File: src/cdp_pkg.sv
// Shared widths, face codes and the front-end stage payload type for the cube-map lookup.
package cdp_pkg;

	localparam int DIR_W  = 16;
	localparam int MAG_W  = 16;
	localparam int NUM_W  = 17;
	localparam int TILE_W = 13;
	localparam int FACE_W = 3;
	localparam int COL_W  = 14;
	localparam int ROW_W  = 13;

	localparam int COL_MAX = 16383;
	localparam int ROW_MAX = 8191;

	localparam logic [TILE_W-1:0] TILE_RESET = 13'd512;

	localparam logic [FACE_W-1:0] FACE_NY = 3'd0;
	localparam logic [FACE_W-1:0] FACE_PY = 3'd1;
	localparam logic [FACE_W-1:0] FACE_PZ = 3'd2;
	localparam logic [FACE_W-1:0] FACE_NZ = 3'd3;
	localparam logic [FACE_W-1:0] FACE_PX = 3'd4;
	localparam logic [FACE_W-1:0] FACE_NX = 3'd5;

	// face choice plus numerators and the common denominator 2*m
	typedef struct packed {
		logic [FACE_W-1:0] face;
		logic              invalid;
		logic [NUM_W-1:0]  num_col;
		logic [NUM_W-1:0]  num_row;
		logic [NUM_W-1:0]  den;
	} front_t;

endpackage

File: src/cdp_cfg_if.sv
// Configuration write channel carrying the tile size.
interface cdp_cfg_if import cdp_pkg::*; ();
	logic              valid;
	logic              ready;
	logic [TILE_W-1:0] tile_size;

	modport source (output valid, output tile_size, input ready);
	modport sink (input valid, input tile_size, output ready);
endinterface

File: src/cdp_dir_if.sv
// Input channel carrying one direction vector.
interface cdp_dir_if import cdp_pkg::*; ();
	logic                    valid;
	logic                    ready;
	logic signed [DIR_W-1:0] dir_x;
	logic signed [DIR_W-1:0] dir_y;
	logic signed [DIR_W-1:0] dir_z;

	modport source (output valid, output dir_x, output dir_y, output dir_z, input ready);
	modport sink (input valid, input dir_x, input dir_y, input dir_z, output ready);
endinterface

File: src/cdp_pix_if.sv
// Output channel carrying the face and atlas pixel position.
interface cdp_pix_if import cdp_pkg::*; ();
	logic              valid;
	logic              ready;
	logic [FACE_W-1:0] face;
	logic [COL_W-1:0]  pixel_col;
	logic [ROW_W-1:0]  pixel_row;
	logic              invalid;

	modport source (output valid, output face, output pixel_col, output pixel_row,
		output invalid, input ready);
	modport sink (input valid, input face, input pixel_col, input pixel_row,
		input invalid, output ready);
endinterface

File: src/cdp_front.sv
// Front end: major axis and face selection, then numerators and denominator.
module cdp_front import cdp_pkg::*; (
	input  logic                    clk,
	input  logic                    arst_n,
	input  logic                    in_valid,
	output logic                    in_ready,
	input  logic signed [DIR_W-1:0] dir_x,
	input  logic signed [DIR_W-1:0] dir_y,
	input  logic signed [DIR_W-1:0] dir_z,
	output logic                    out_valid,
	input  logic                    out_ready,
	output front_t                  out_data
);

	logic [DIR_W:0]     sx, sy, sz;
	logic [DIR_W:0]     nx, ny, nz;
	logic [MAG_W-1:0]   ax, ay, az;
	logic               x_pos, y_pos, z_pos, zero;
	logic [FACE_W-1:0]  sel_face;
	logic [MAG_W-1:0]   sel_m;
	logic [DIR_W:0]     sel_uc, sel_vc;

	logic               v_s1, v_s2;
	logic               rdy_s1, rdy_s2;
	logic [FACE_W-1:0]  face_s1;
	logic               inv_s1;
	logic [MAG_W-1:0]   m_s1;
	logic [DIR_W:0]     uc_s1, vc_s1;
	logic [DIR_W+1:0]   diff_col, sum_row;
	front_t             front_s2;

	// 17-bit two's complement keeps the negation of full-scale negative exact
	assign sx = {dir_x[DIR_W-1], dir_x};
	assign sy = {dir_y[DIR_W-1], dir_y};
	assign sz = {dir_z[DIR_W-1], dir_z};
	assign nx = -sx;
	assign ny = -sy;
	assign nz = -sz;
	assign ax = dir_x[DIR_W-1] ? nx[MAG_W-1:0] : sx[MAG_W-1:0];
	assign ay = dir_y[DIR_W-1] ? ny[MAG_W-1:0] : sy[MAG_W-1:0];
	assign az = dir_z[DIR_W-1] ? nz[MAG_W-1:0] : sz[MAG_W-1:0];
	assign x_pos = !dir_x[DIR_W-1] && (dir_x != '0);
	assign y_pos = !dir_y[DIR_W-1] && (dir_y != '0);
	assign z_pos = !dir_z[DIR_W-1] && (dir_z != '0);
	assign zero = (dir_x == '0) && (dir_y == '0) && (dir_z == '0);

	always_comb begin
		sel_face = FACE_PX;
		sel_m = ax;
		sel_uc = nz;
		sel_vc = sy;
		if (ax >= ay && ax >= az) begin
			sel_m = ax;
			sel_uc = nz;
			if (x_pos) begin
				sel_vc = sy;
				sel_face = FACE_PX;
			end else begin
				sel_vc = ny;
				sel_face = FACE_NX;
			end
		end else if (ay >= ax && ay >= az) begin
			sel_m = ay;
			sel_uc = nz;
			if (y_pos) begin
				sel_vc = nx;
				sel_face = FACE_PY;
			end else begin
				sel_vc = sx;
				sel_face = FACE_NY;
			end
		end else begin
			sel_m = az;
			sel_vc = sy;
			if (z_pos) begin
				sel_uc = sx;
				sel_face = FACE_PZ;
			end else begin
				sel_uc = nx;
				sel_face = FACE_NZ;
			end
		end
	end

	assign rdy_s2 = !v_s2 || out_ready;
	assign rdy_s1 = !v_s1 || rdy_s2;
	assign in_ready = rdy_s1;

	always_ff @(posedge clk or negedge arst_n) begin
		if (!arst_n) begin
			v_s1 <= 1'b0;
			v_s2 <= 1'b0;
		end else begin
			if (rdy_s1) v_s1 <= in_valid;
			if (rdy_s2) v_s2 <= v_s1;
		end
	end

	always_ff @(posedge clk) begin
		if (rdy_s1) begin
			face_s1 <= sel_face;
			inv_s1 <= zero;
			m_s1 <= sel_m;
			uc_s1 <= sel_uc;
			vc_s1 <= sel_vc;
		end
	end

	// m - vc and m + uc both lie in 0..2m
	assign diff_col = {2'b00, m_s1} - {vc_s1[DIR_W], vc_s1};
	assign sum_row = {2'b00, m_s1} + {uc_s1[DIR_W], uc_s1};

	always_ff @(posedge clk) begin
		if (rdy_s2) begin
			front_s2.face <= face_s1;
			front_s2.invalid <= inv_s1;
			front_s2.num_col <= diff_col[NUM_W-1:0];
			front_s2.num_row <= sum_row[NUM_W-1:0];
			front_s2.den <= {m_s1, 1'b0};
		end
	end

	assign out_valid = v_s2;
	assign out_data = front_s2;

endmodule

File: src/cdp_div.sv
// Scaling by the tile size and a restoring divider, one quotient bit per stage, two lanes.
module cdp_div import cdp_pkg::*; #(
	parameter int TW = 13
) (
	input  logic              clk,
	input  logic              arst_n,
	input  logic              in_valid,
	output logic              in_ready,
	input  front_t            in_data,
	input  logic [TW-1:0]     tile,
	output logic              out_valid,
	input  logic              out_ready,
	output logic [FACE_W-1:0] face,
	output logic              invalid,
	output logic [TW-1:0]     q_col,
	output logic [TW-1:0]     q_row
);

	localparam int QW = TW;
	localparam int NW = TW + NUM_W;

	logic              v_s    [QW+1];
	logic              rdy    [QW+2];
	logic [NW-1:0]     rc_s   [QW+1];
	logic [NW-1:0]     rr_s   [QW+1];
	logic [QW-1:0]     qc_s   [QW+1];
	logic [QW-1:0]     qr_s   [QW+1];
	logic [NUM_W-1:0]  den_s  [QW+1];
	logic [FACE_W-1:0] face_s [QW+1];
	logic              inv_s  [QW+1];
	logic [NW-1:0]     prod_col, prod_row;

	assign rdy[QW+1] = out_ready;
	assign in_ready = rdy[0];

	// stage 0: dividends tile*num
	assign prod_col = tile * in_data.num_col;
	assign prod_row = tile * in_data.num_row;
	assign rdy[0] = !v_s[0] || rdy[1];

	always_ff @(posedge clk or negedge arst_n) begin
		if (!arst_n) begin
			v_s[0] <= 1'b0;
		end else if (rdy[0]) begin
			v_s[0] <= in_valid;
		end
	end

	always_ff @(posedge clk) begin
		if (rdy[0]) begin
			rc_s[0] <= prod_col;
			rr_s[0] <= prod_row;
			qc_s[0] <= '0;
			qr_s[0] <= '0;
			den_s[0] <= in_data.den;
			face_s[0] <= in_data.face;
			inv_s[0] <= in_data.invalid;
		end
	end

	// quotient never exceeds the tile size, so QW bits cover it
	for (genvar k = 1; k <= QW; k++) begin : g_step
		localparam int B = QW - k;
		logic [NW-1:0] trial;
		logic          take_c, take_r;

		assign trial = NW'(den_s[k-1]) << B;
		assign take_c = rc_s[k-1] >= trial;
		assign take_r = rr_s[k-1] >= trial;
		assign rdy[k] = !v_s[k] || rdy[k+1];

		always_ff @(posedge clk or negedge arst_n) begin
			if (!arst_n) begin
				v_s[k] <= 1'b0;
			end else if (rdy[k]) begin
				v_s[k] <= v_s[k-1];
			end
		end

		always_ff @(posedge clk) begin
			if (rdy[k]) begin
				rc_s[k] <= take_c ? rc_s[k-1] - trial : rc_s[k-1];
				rr_s[k] <= take_r ? rr_s[k-1] - trial : rr_s[k-1];
				qc_s[k] <= take_c ? (qc_s[k-1] | (QW'(1) << B)) : qc_s[k-1];
				qr_s[k] <= take_r ? (qr_s[k-1] | (QW'(1) << B)) : qr_s[k-1];
				den_s[k] <= den_s[k-1];
				face_s[k] <= face_s[k-1];
				inv_s[k] <= inv_s[k-1];
			end
		end
	end

	assign out_valid = v_s[QW];
	assign face = face_s[QW];
	assign invalid = inv_s[QW];
	assign q_col = qc_s[QW];
	assign q_row = qr_s[QW];

endmodule

File: src/cubemap_direction_to_pixel_unit.sv
// Top level of the cube-map direction to atlas pixel lookup.
// Takes one direction per clock when not stalled and returns its cube face and
// its pixel in a 3x2 face atlas, one result per direction, in order. The path
// is two front-end stages, one multiply stage, one divider stage per quotient
// bit, and the output register, with TW = clog2(MAX_TILE+1). The divider lanes
// are fully pipelined, so throughput is one transfer per clock while the output
// is not stalled; empty stages close up behind a stalled output. The tile
// size is clamped to MAX_TILE and should be written only while no direction
// is in flight. An all-zero vector gives invalid = 1 with zero position.
module cubemap_direction_to_pixel_unit import cdp_pkg::*; #(
	parameter int MAX_TILE = 4096
) (
	input logic        clk,
	input logic        arst_n,
	cdp_cfg_if.sink    cfg,
	cdp_dir_if.sink    dir,
	cdp_pix_if.source  pix
);

	localparam int TW = $clog2(MAX_TILE + 1);
	localparam int SW = TW + 2;

	logic [TILE_W-1:0] tile_q;
	logic [TW-1:0]     tile_sat;

	logic              fr_valid, fr_ready;
	front_t            fr_data;

	logic              dv_valid, dv_ready;
	logic [FACE_W-1:0] dv_face;
	logic              dv_invalid;
	logic [TW-1:0]     dv_qcol, dv_qrow;

	logic [SW-1:0]     base_col, base_row, sum_col, sum_row, dec_col, dec_row;
	logic [COL_W-1:0]  col_d;
	logic [ROW_W-1:0]  row_d;

	logic              pix_valid_q;
	logic [FACE_W-1:0] face_q;
	logic [COL_W-1:0]  col_q;
	logic [ROW_W-1:0]  row_q;
	logic              inv_q;

	assign cfg.ready = 1'b1;

	always_ff @(posedge clk or negedge arst_n) begin
		if (!arst_n) begin
			tile_q <= TILE_RESET;
		end else if (cfg.valid) begin
			tile_q <= cfg.tile_size;
		end
	end

	always_comb begin
		if (32'(tile_q) > MAX_TILE) begin
			tile_sat = TW'(MAX_TILE);
		end else begin
			tile_sat = TW'(tile_q);
		end
	end

	cdp_front u_front (
		.clk       (clk),
		.arst_n    (arst_n),
		.in_valid  (dir.valid),
		.in_ready  (dir.ready),
		.dir_x     (dir.dir_x),
		.dir_y     (dir.dir_y),
		.dir_z     (dir.dir_z),
		.out_valid (fr_valid),
		.out_ready (fr_ready),
		.out_data  (fr_data)
	);

	cdp_div #(
		.TW (TW)
	) u_div (
		.clk       (clk),
		.arst_n    (arst_n),
		.in_valid  (fr_valid),
		.in_ready  (fr_ready),
		.in_data   (fr_data),
		.tile      (tile_sat),
		.out_valid (dv_valid),
		.out_ready (dv_ready),
		.face      (dv_face),
		.invalid   (dv_invalid),
		.q_col     (dv_qcol),
		.q_row     (dv_qrow)
	);

	// tile offsets: column by face mod 3, row by lower/upper half
	always_comb begin
		case (dv_face)
			FACE_NY, FACE_NZ: base_col = '0;
			FACE_PY, FACE_PX: base_col = SW'(tile_sat);
			FACE_PZ, FACE_NX: base_col = SW'(tile_sat) << 1;
			default:          base_col = '0;
		endcase
		base_row = (dv_face > FACE_PZ) ? SW'(tile_sat) : '0;
		sum_col = base_col + SW'(dv_qcol);
		sum_row = base_row + SW'(dv_qrow);
		dec_col = sum_col - SW'(1);
		dec_row = sum_row - SW'(1);

		// a sum of zero would give -1: clamp to the atlas edge
		if (dv_invalid || sum_col == '0) begin
			col_d = '0;
		end else if (32'(dec_col) > COL_MAX) begin
			col_d = COL_W'(COL_MAX);
		end else begin
			col_d = COL_W'(dec_col);
		end
		if (dv_invalid || sum_row == '0) begin
			row_d = '0;
		end else if (32'(dec_row) > ROW_MAX) begin
			row_d = ROW_W'(ROW_MAX);
		end else begin
			row_d = ROW_W'(dec_row);
		end
	end

	assign dv_ready = !pix_valid_q || pix.ready;

	always_ff @(posedge clk or negedge arst_n) begin
		if (!arst_n) begin
			pix_valid_q <= 1'b0;
		end else if (dv_ready) begin
			pix_valid_q <= dv_valid;
		end
	end

	always_ff @(posedge clk) begin
		if (dv_ready) begin
			face_q <= dv_invalid ? FACE_NY : dv_face;
			col_q <= col_d;
			row_q <= row_d;
			inv_q <= dv_invalid;
		end
	end

	assign pix.valid = pix_valid_q;
	assign pix.face = face_q;
	assign pix.pixel_col = col_q;
	assign pix.pixel_row = row_q;
	assign pix.invalid = inv_q;

endmodule

File: src/flat_wrapper.sv
// flat-port wrapper written by rule: the top's interface ports become plain ports
module cubemap_direction_to_pixel_unit_flat import cdp_pkg::*;
#(
	parameter int MAX_TILE = 4096
)
  (clk, arst_n, cfg_valid, cfg_tile_size, cfg_ready, dir_valid, dir_dir_x, dir_dir_y, dir_dir_z, dir_ready, pix_valid, pix_face, pix_pixel_col, pix_pixel_row, pix_invalid, pix_ready);
  cdp_cfg_if cfg_i ();
  cdp_dir_if dir_i ();
  cdp_pix_if pix_i ();
  input logic clk;
  input logic arst_n;
  input wire logic [$bits(cfg_i.valid)-1:0] cfg_valid;
  input wire logic [$bits(cfg_i.tile_size)-1:0] cfg_tile_size;
  output wire logic [$bits(cfg_i.ready)-1:0] cfg_ready;
  input wire logic [$bits(dir_i.valid)-1:0] dir_valid;
  input wire logic [$bits(dir_i.dir_x)-1:0] dir_dir_x;
  input wire logic [$bits(dir_i.dir_y)-1:0] dir_dir_y;
  input wire logic [$bits(dir_i.dir_z)-1:0] dir_dir_z;
  output wire logic [$bits(dir_i.ready)-1:0] dir_ready;
  output wire logic [$bits(pix_i.valid)-1:0] pix_valid;
  output wire logic [$bits(pix_i.face)-1:0] pix_face;
  output wire logic [$bits(pix_i.pixel_col)-1:0] pix_pixel_col;
  output wire logic [$bits(pix_i.pixel_row)-1:0] pix_pixel_row;
  output wire logic [$bits(pix_i.invalid)-1:0] pix_invalid;
  input wire logic [$bits(pix_i.ready)-1:0] pix_ready;
  assign cfg_i.valid = cfg_valid;
  assign cfg_i.tile_size = cfg_tile_size;
  assign cfg_ready = cfg_i.ready;
  assign dir_i.valid = dir_valid;
  assign dir_i.dir_x = dir_dir_x;
  assign dir_i.dir_y = dir_dir_y;
  assign dir_i.dir_z = dir_dir_z;
  assign dir_ready = dir_i.ready;
  assign pix_valid = pix_i.valid;
  assign pix_face = pix_i.face;
  assign pix_pixel_col = pix_i.pixel_col;
  assign pix_pixel_row = pix_i.pixel_row;
  assign pix_invalid = pix_i.invalid;
  assign pix_i.ready = pix_ready;
  cubemap_direction_to_pixel_unit #(.MAX_TILE(MAX_TILE)) u_core (.clk(clk), .arst_n(arst_n), .cfg(cfg_i), .dir(dir_i), .pix(pix_i));
endmodule
File: config.mk
export PLATFORM = sky130hd
export DESIGN_NAME = cubemap_direction_to_pixel_unit_flat
export DESIGN_NICKNAME = d
export VERILOG_FILES = /design/src/cdp_pkg.sv /design/src/cdp_cfg_if.sv /design/src/cdp_dir_if.sv /design/src/cdp_pix_if.sv /design/src/cdp_front.sv /design/src/cdp_div.sv /design/src/cubemap_direction_to_pixel_unit.sv /design/src/flat_wrapper.sv
export SDC_FILE = /design/constraint.sdc
export NUM_CORES = 2
export LEC_CHECK = 0
export ABC_AREA = 1
export BUFFER_PORTS_ARGS = -buffer_cell sky130_fd_sc_hd__buf_2
export CAP_MARGIN = 20
export CORE_MARGIN = 8
export CORE_UTILIZATION = 42
export DETAILED_ROUTE_END_ITERATION = 6
export PLACE_DENSITY = 0.63
export SYNTH_ARGS = -nofsm -noshare
export SYNTH_HDL_FRONTEND = slang
export SYNTH_SLANG_ARGS = --single-unit
File: constraint.sdc
create_clock -name clk -period 56.5 [get_ports clk]
set_clock_uncertainty 0.1 [all_clocks]
set_input_delay 16.95 -clock clk [delete_from_list [all_inputs] [get_ports clk]]
set_output_delay 16.95 -clock clk [all_outputs]
set_load 0.005 [all_outputs]
Word-level counts from Yosys, hierarchy flattened
Memories as Yosys holds them, arrays and structs flattened.
Index checks and enable logic that the tools add are counted.
{"block": "word_totals", "inputBits": 66, "mem_bits_rw": 1498, "wordCells": 272, "output_inout_bits": 34, "memories": 7, "ff_bits": 169}
{"block": "classes", "addsub": 35, "n_eq_ne": 4, "reduce_logical": 56, "mux": 102, "mul": 2, "n_lt_le_gt_ge": 34}
{"memory": "u_core.u_div.rc_s", "words": 14, "word_bits": 30, "rd": 13, "rd_ports_with_merged_regs": 0, "write_ports": 14, "line": "cdp_div.sv:24", "text": "logic [NW-1:0] rc_s [QW+1];"}
{"memory": "u_core.u_div.rr_s", "words": 14, "word_bits": 30, "rd": 13, "rd_ports_with_merged_regs": 0, "write_ports": 14, "line": "cdp_div.sv:25", "text": "logic [NW-1:0] rr_s [QW+1];"}
{"memory": "u_core.u_div.den_s", "words": 14, "word_bits": 17, "rd": 13, "rd_ports_with_merged_regs": 0, "write_ports": 14, "line": "cdp_div.sv:28", "text": "logic [NUM_W-1:0] den_s [QW+1];"}
{"memory": "u_core.u_div.qc_s", "words": 14, "word_bits": 13, "rd": 14, "rd_ports_with_merged_regs": 0, "write_ports": 14, "line": "cdp_div.sv:26", "text": "logic [QW-1:0] qc_s [QW+1];"}
{"memory": "u_core.u_div.qr_s", "words": 14, "word_bits": 13, "rd": 14, "rd_ports_with_merged_regs": 0, "write_ports": 14, "line": "cdp_div.sv:27", "text": "logic [QW-1:0] qr_s [QW+1];"}
{"memory": "u_core.u_div.face_s", "words": 14, "word_bits": 3, "rd": 14, "rd_ports_with_merged_regs": 0, "write_ports": 14, "line": "cdp_div.sv:29", "text": "logic [FACE_W-1:0] face_s [QW+1];"}
{"memory": "+1 memories"}
{"op": "30-bit 2-to-1 mux", "count": 26}
{"op": "17-bit 2-to-1 mux", "count": 7}
{"op": "16-bit 2-to-1 mux", "count": 5}
{"op": "13-bit 2-to-1 mux", "count": 5}
{"op": "16-bit greater-or-equal comparator", "count": 4}
{"op": "30-bit by 17-bit greater-or-equal comparator with 1-bit output", "count": 2}
{"op": "30-bit by 18-bit greater-or-equal comparator with 1-bit output", "count": 2}
{"op": "30-bit by 19-bit greater-or-equal comparator with 1-bit output", "count": 2}
{"op": "30-bit by 20-bit greater-or-equal comparator with 1-bit output", "count": 2}
{"op": "30-bit by 21-bit greater-or-equal comparator with 1-bit output", "count": 2}
{"op": "30-bit by 22-bit greater-or-equal comparator with 1-bit output", "count": 2}
{"op": "30-bit by 23-bit greater-or-equal comparator with 1-bit output", "count": 2}
{"op": "30-bit by 24-bit greater-or-equal comparator with 1-bit output", "count": 2}
{"op": "30-bit by 25-bit greater-or-equal comparator with 1-bit output", "count": 2}
{"op": "30-bit by 26-bit greater-or-equal comparator with 1-bit output", "count": 2}
{"op": "30-bit by 27-bit greater-or-equal comparator with 1-bit output", "count": 2}
{"op": "30-bit by 28-bit greater-or-equal comparator with 1-bit output", "count": 2}
{"op": "30-bit by 29-bit greater-or-equal comparator with 1-bit output", "count": 2}
{"op": "13-bit by 17-bit multiplier with 30-bit output", "count": 2}
{"op": "30-bit by 17-bit subtractor with 30-bit output", "count": 2}
{"op": "30-bit by 18-bit subtractor with 30-bit output", "count": 2}
{"op": "30-bit by 19-bit subtractor with 30-bit output", "count": 2}
{"op": "30-bit by 20-bit subtractor with 30-bit output", "count": 2}
{"op": "30-bit by 21-bit subtractor with 30-bit output", "count": 2}
{"op": "42 further kinds", "count": 148}

Depth between registers and ports, before layout
{"block": "logic_depth", "word_depth": 18, "depth_mapped": 30, "ltp_nobuf": 28}

Hierarchy
A second synthesis with hierarchy kept.
{"block": "unflattened", "cells_unflattened": 12737, "area_unflattened_um2": 104750.5}
{"mod": "cdp_div", "cells_per_inst": 10813, "area_each_um2": 90992.3, "seq_area_each_um2": 37556.0, "instances": 1}
{"mod": "cdp_front", "cells_per_inst": 1151, "area_each_um2": 9016.1, "seq_area_each_um2": 3293.2, "instances": 1}
{"mod": "cubemap_direction_to_pixel_unit", "cells_per_inst": 773, "area_each_um2": 4742.0, "seq_area_each_um2": 1282.5, "instances": 1}

Worst setup path after synthesis
No wires, ideal clock.
{"block": "synth_timing", "path_kind": "input -> output", "start": "input pix_ready", "end": "output dir_ready", "path_slack_ps": 11468, "required_ps": 39450, "path_stages": 14, "path_buffers": 0, "arrival_time_ps": 27982, "cell_sequence": "inv_1 -> nand4_2 -> nor2_4 -> nand4_2 -> nor2_2 -> nand2_2 -> nor2_4 -> nand2_2 -> nor2_2 -> nand2_2 -> nor2_2 -> nand2_2 -> nor2_2 -> nand2_1"}
{"item": "start, declared", "line": "flat_wrapper.sv:25", "text": "input wire logic [$bits(pix_i.ready)-1:0] pix_ready;"}
{"item": "end, declared", "line": "flat_wrapper.sv:19", "text": "output wire logic [$bits(dir_i.ready)-1:0] dir_ready;"}

==> impl_metrics.py <==
metrics = {
    "drt": {
        "postRouteAntennaNets": 0,
        "wirelength_um": 260700,
        "drtIter0Drc": 4435,
        "drcViolationCount": 0,
        "dr_total_vias": 68610,
        "viasPerCell": 5.230,
        "firstDrtPassIters": 6,
        "wl_per_cell_um": 19.87,
    },
    "min_path": {
        "worstHoldStart": "u_core.u_front.out_data[13]$_DFFE_PP_",
        "min_to": "u_core.u_div.den_s[0][13]$_DFFE_PP_",
        "hold_class": "flip-flop to flip-flop",
        "min_path_cells": 0,
    },
    "die": {
        "die_x_um": 486.2,
        "dieArea_um2": 236400,
        "rows": 172,
        "dieHeight_um": 486.2,
        "core_um2": 219700,
        "io_pins": 100,
        "start_util_pct": 42.25,
    },
    "sta": {
        "fin_crit_sh_pct": 67.92,
        "finalSetupTns_ps": 0,
        "final_max_slew_viol_count": 0,
        "finalCriticalPeriod_ps": 38370,
        "fmax_mhz": 26.06,
        "hold_violations": 0,
        "grt_setup_unrepaired": "no",
        "slew_headroom_pct": 27.24,
        "finalSetupViolCount": 0,
        "worst_pin_slew_ps": 1091,
    },
    "critical_path": {
        "regToRegStartpoint": "u_core.tile_q[12]$_DFFE_PN0P_",
        "start_kind": "input pin",
        "cp.arrival_ps": 21320,
        "required_ps": 39450,
        "r2r_end": "u_core.u_div.rr_s[0][27]$_DFFE_PP_",
        "end_kind": "primary output",
        "r2r_slack_ps": 47950,
        "reg2regPathDepth": 26,
        "cp_max_fo": 41,
        "path_class": "input pin to primary output",
    },
    "global_route": {
        "grt_util_met1_pct": 24.75,
        "grt_usage_pct": 21.60,
        "use_met2_pct": 39.70,
        "grt_pass1_vias": 69580,
        "grt_overflow": 0,
        "grt_max_degree": 91,
        "antenna_found_initial": 2,
        "grt_busiest_layer": "met2",
        "grt_pass1_wl_um": 399600,
        "grtUsageMet3_pct": 2.881,
    },
    "yosys": {
        "synth.cell_area_um2": 92840,
        "synth_fp_nets": 11010,
        "ys_ff_latch": 1395,
        "synthFlopType": "edfxtp_1",
        "syn_area_per_cell_um2": 9.380,
        "ys_warn_count": 0,
        "ys_seq_area_share_pct": 44.96,
        "synthArstFlopShare_pct": 2.151,
        "synth_cells": 9898,
        "synth_edf_count": 1365,
        "synth_cell_types": 77,
    },
    "clock_tree": {
        "postCtsHoldBufs": 0,
        "cts_htree_levels": 4,
        "cts.sinks": 1395,
        "ctsRootBufferMaster": "clkbuf_16",
        "cts_tree": "built",
        "clk_latency_ps": 820,
        "post_cts_resized": 0,
        "clk_pin_slew_ps": 60,
        "clock_path_buffers": 3,
        "cts_setup_buffers": 0,
        "cts_made_buffers": 160,
    },
    "finish": {
        "layout_commonest_cell": "nand2_1",
        "regArea_um2": 41740,
        "multi_input_area_um2": 44740,
        "fillers": 20560,
        "final_net_count": 11140,
        "layout_common_cells": "nand2_1, inv_1, edfxtp_1, nor2_1, ha_1",
        "syn2layout_area_growth_pct": 10.14,
        "drive_above_1_share_pct": 5.790,
    },
    "placed_design": {
        "dp_hpwl_um": 212300,
        "io_buffers": 98,
        "place_congestion": 0.9543,
    },
    "status": {
        "outcome": "complete, no violations",
    },
    "run": {
        "max_cap_violations": 0,
    },
}
## logic make-up after synthesis
logic type / count (synthesis) / synth area share [%]
xor gates and xnor gates: 526 / 4.962
other: 1 / 0.004039
adders and majority gates: 1043 / 16.95
buffers and inverters: 1683 / 6.956
and+or+nand+nor: 3648 / 16.62
DFF: 1395 / 44.96
AOI/OAI and AO/OA: 1602 / 9.544
## registers in the layout (all words and copies together) (netlist names), 42 cells and up
register / count
u_core.u_div.rc_s: 390
u_core.u_div.rr_s: 390
u_core.u_div.den_s: 208
u_core.u_div.qc_s: 91
u_core.u_div.qr_s: 91
u_core.u_front.out_data: 54
u_core.u_div.face_s: 42
## synth_stat cells (all sizes together) (92+ instances only)
cell	n	area [um2]
nor2	808	3123
xnor2	260	2277
fa	358	7167
xor2	266	2330
edfxtp	1365	40990
clkbuf	92	350.3
nor3	116	601.8
a21oi	583	2940
inv	1495	5612
nand4	119	769.5
nand2	2057	7799
ha	685	8571
nand3	362	1924
o21ai	715	3616
## cell type report
| cell class | count | area share (%) |
|---|---|---|
| diodes | 5 | 0.01224 |
| multi-input cells | 6820 | 43.75 |
| inverters | 1503 | 5.525 |
| well taps | 2958 | 3.619 |
| flip-flops and latches | 1395 | 40.82 |
| clock inverters | 108 | 1.335 |
| repair buffers | 146 | 0.9030 |
| clock buffers | 184 | 4.033 |
## worst max path at each step
stage | start | endpoint | slack (ps)
2_1_floorplan | pix_ready | dir_ready | 11470
3_3_place_gp | pix_ready | dir_ready | 18100
3_5_place_dp | pix_ready | dir_ready | 18020
4_1_cts | pix_ready | dir_ready | 18020
5_1_grt | pix_ready | dir_ready | 17640
6_report | pix_ready | dir_ready | 18130
## stage by stage
stage          hold WS [ps]  setup slack [ps]  instance area [um2]  utilization, %  cells
6_report              281.4             18130               102300           46.54  13120
5_1_grt               285.7             17640               102200           46.53  13110
4_1_cts               276.8             18020               102200           46.50  13110
3_5_place_dp          304.5             18020                96680           44.00  12820
3_3_place_gp          300.6             18100                96650           43.99  12820
2_1_floorplan         300.3             11470                92840               -   9898
## worst max-delay path, cell delays in order
cell     delay, ps
buf_2          100
inv_1          120
nand4_4         80
buf_4          300
nor2_4         300
nand4_4        510
nor2_2         390
nand2_4        250
nor2_4         210
nand2_4        340
nor2_2         320
nand2_4        280
nor2_2         270
nand2_4         70
nor2_2         180
nand2_2        340
buf_2          260
## routing by layer
| metal | up-vias | routed length, um |
|---|---|---|
| li1 | 33530 | - |
| met2 | 1680 | 133200 |
| met5 | - | 0 |
| met4 | 0 | 14220 |
| met3 | 528 | 11320 |
| met1 | 32870 | 102000 |
Power is not shown: default switching activity piles up to over one toggle a cycle in this logic, so the estimate is an artifact.
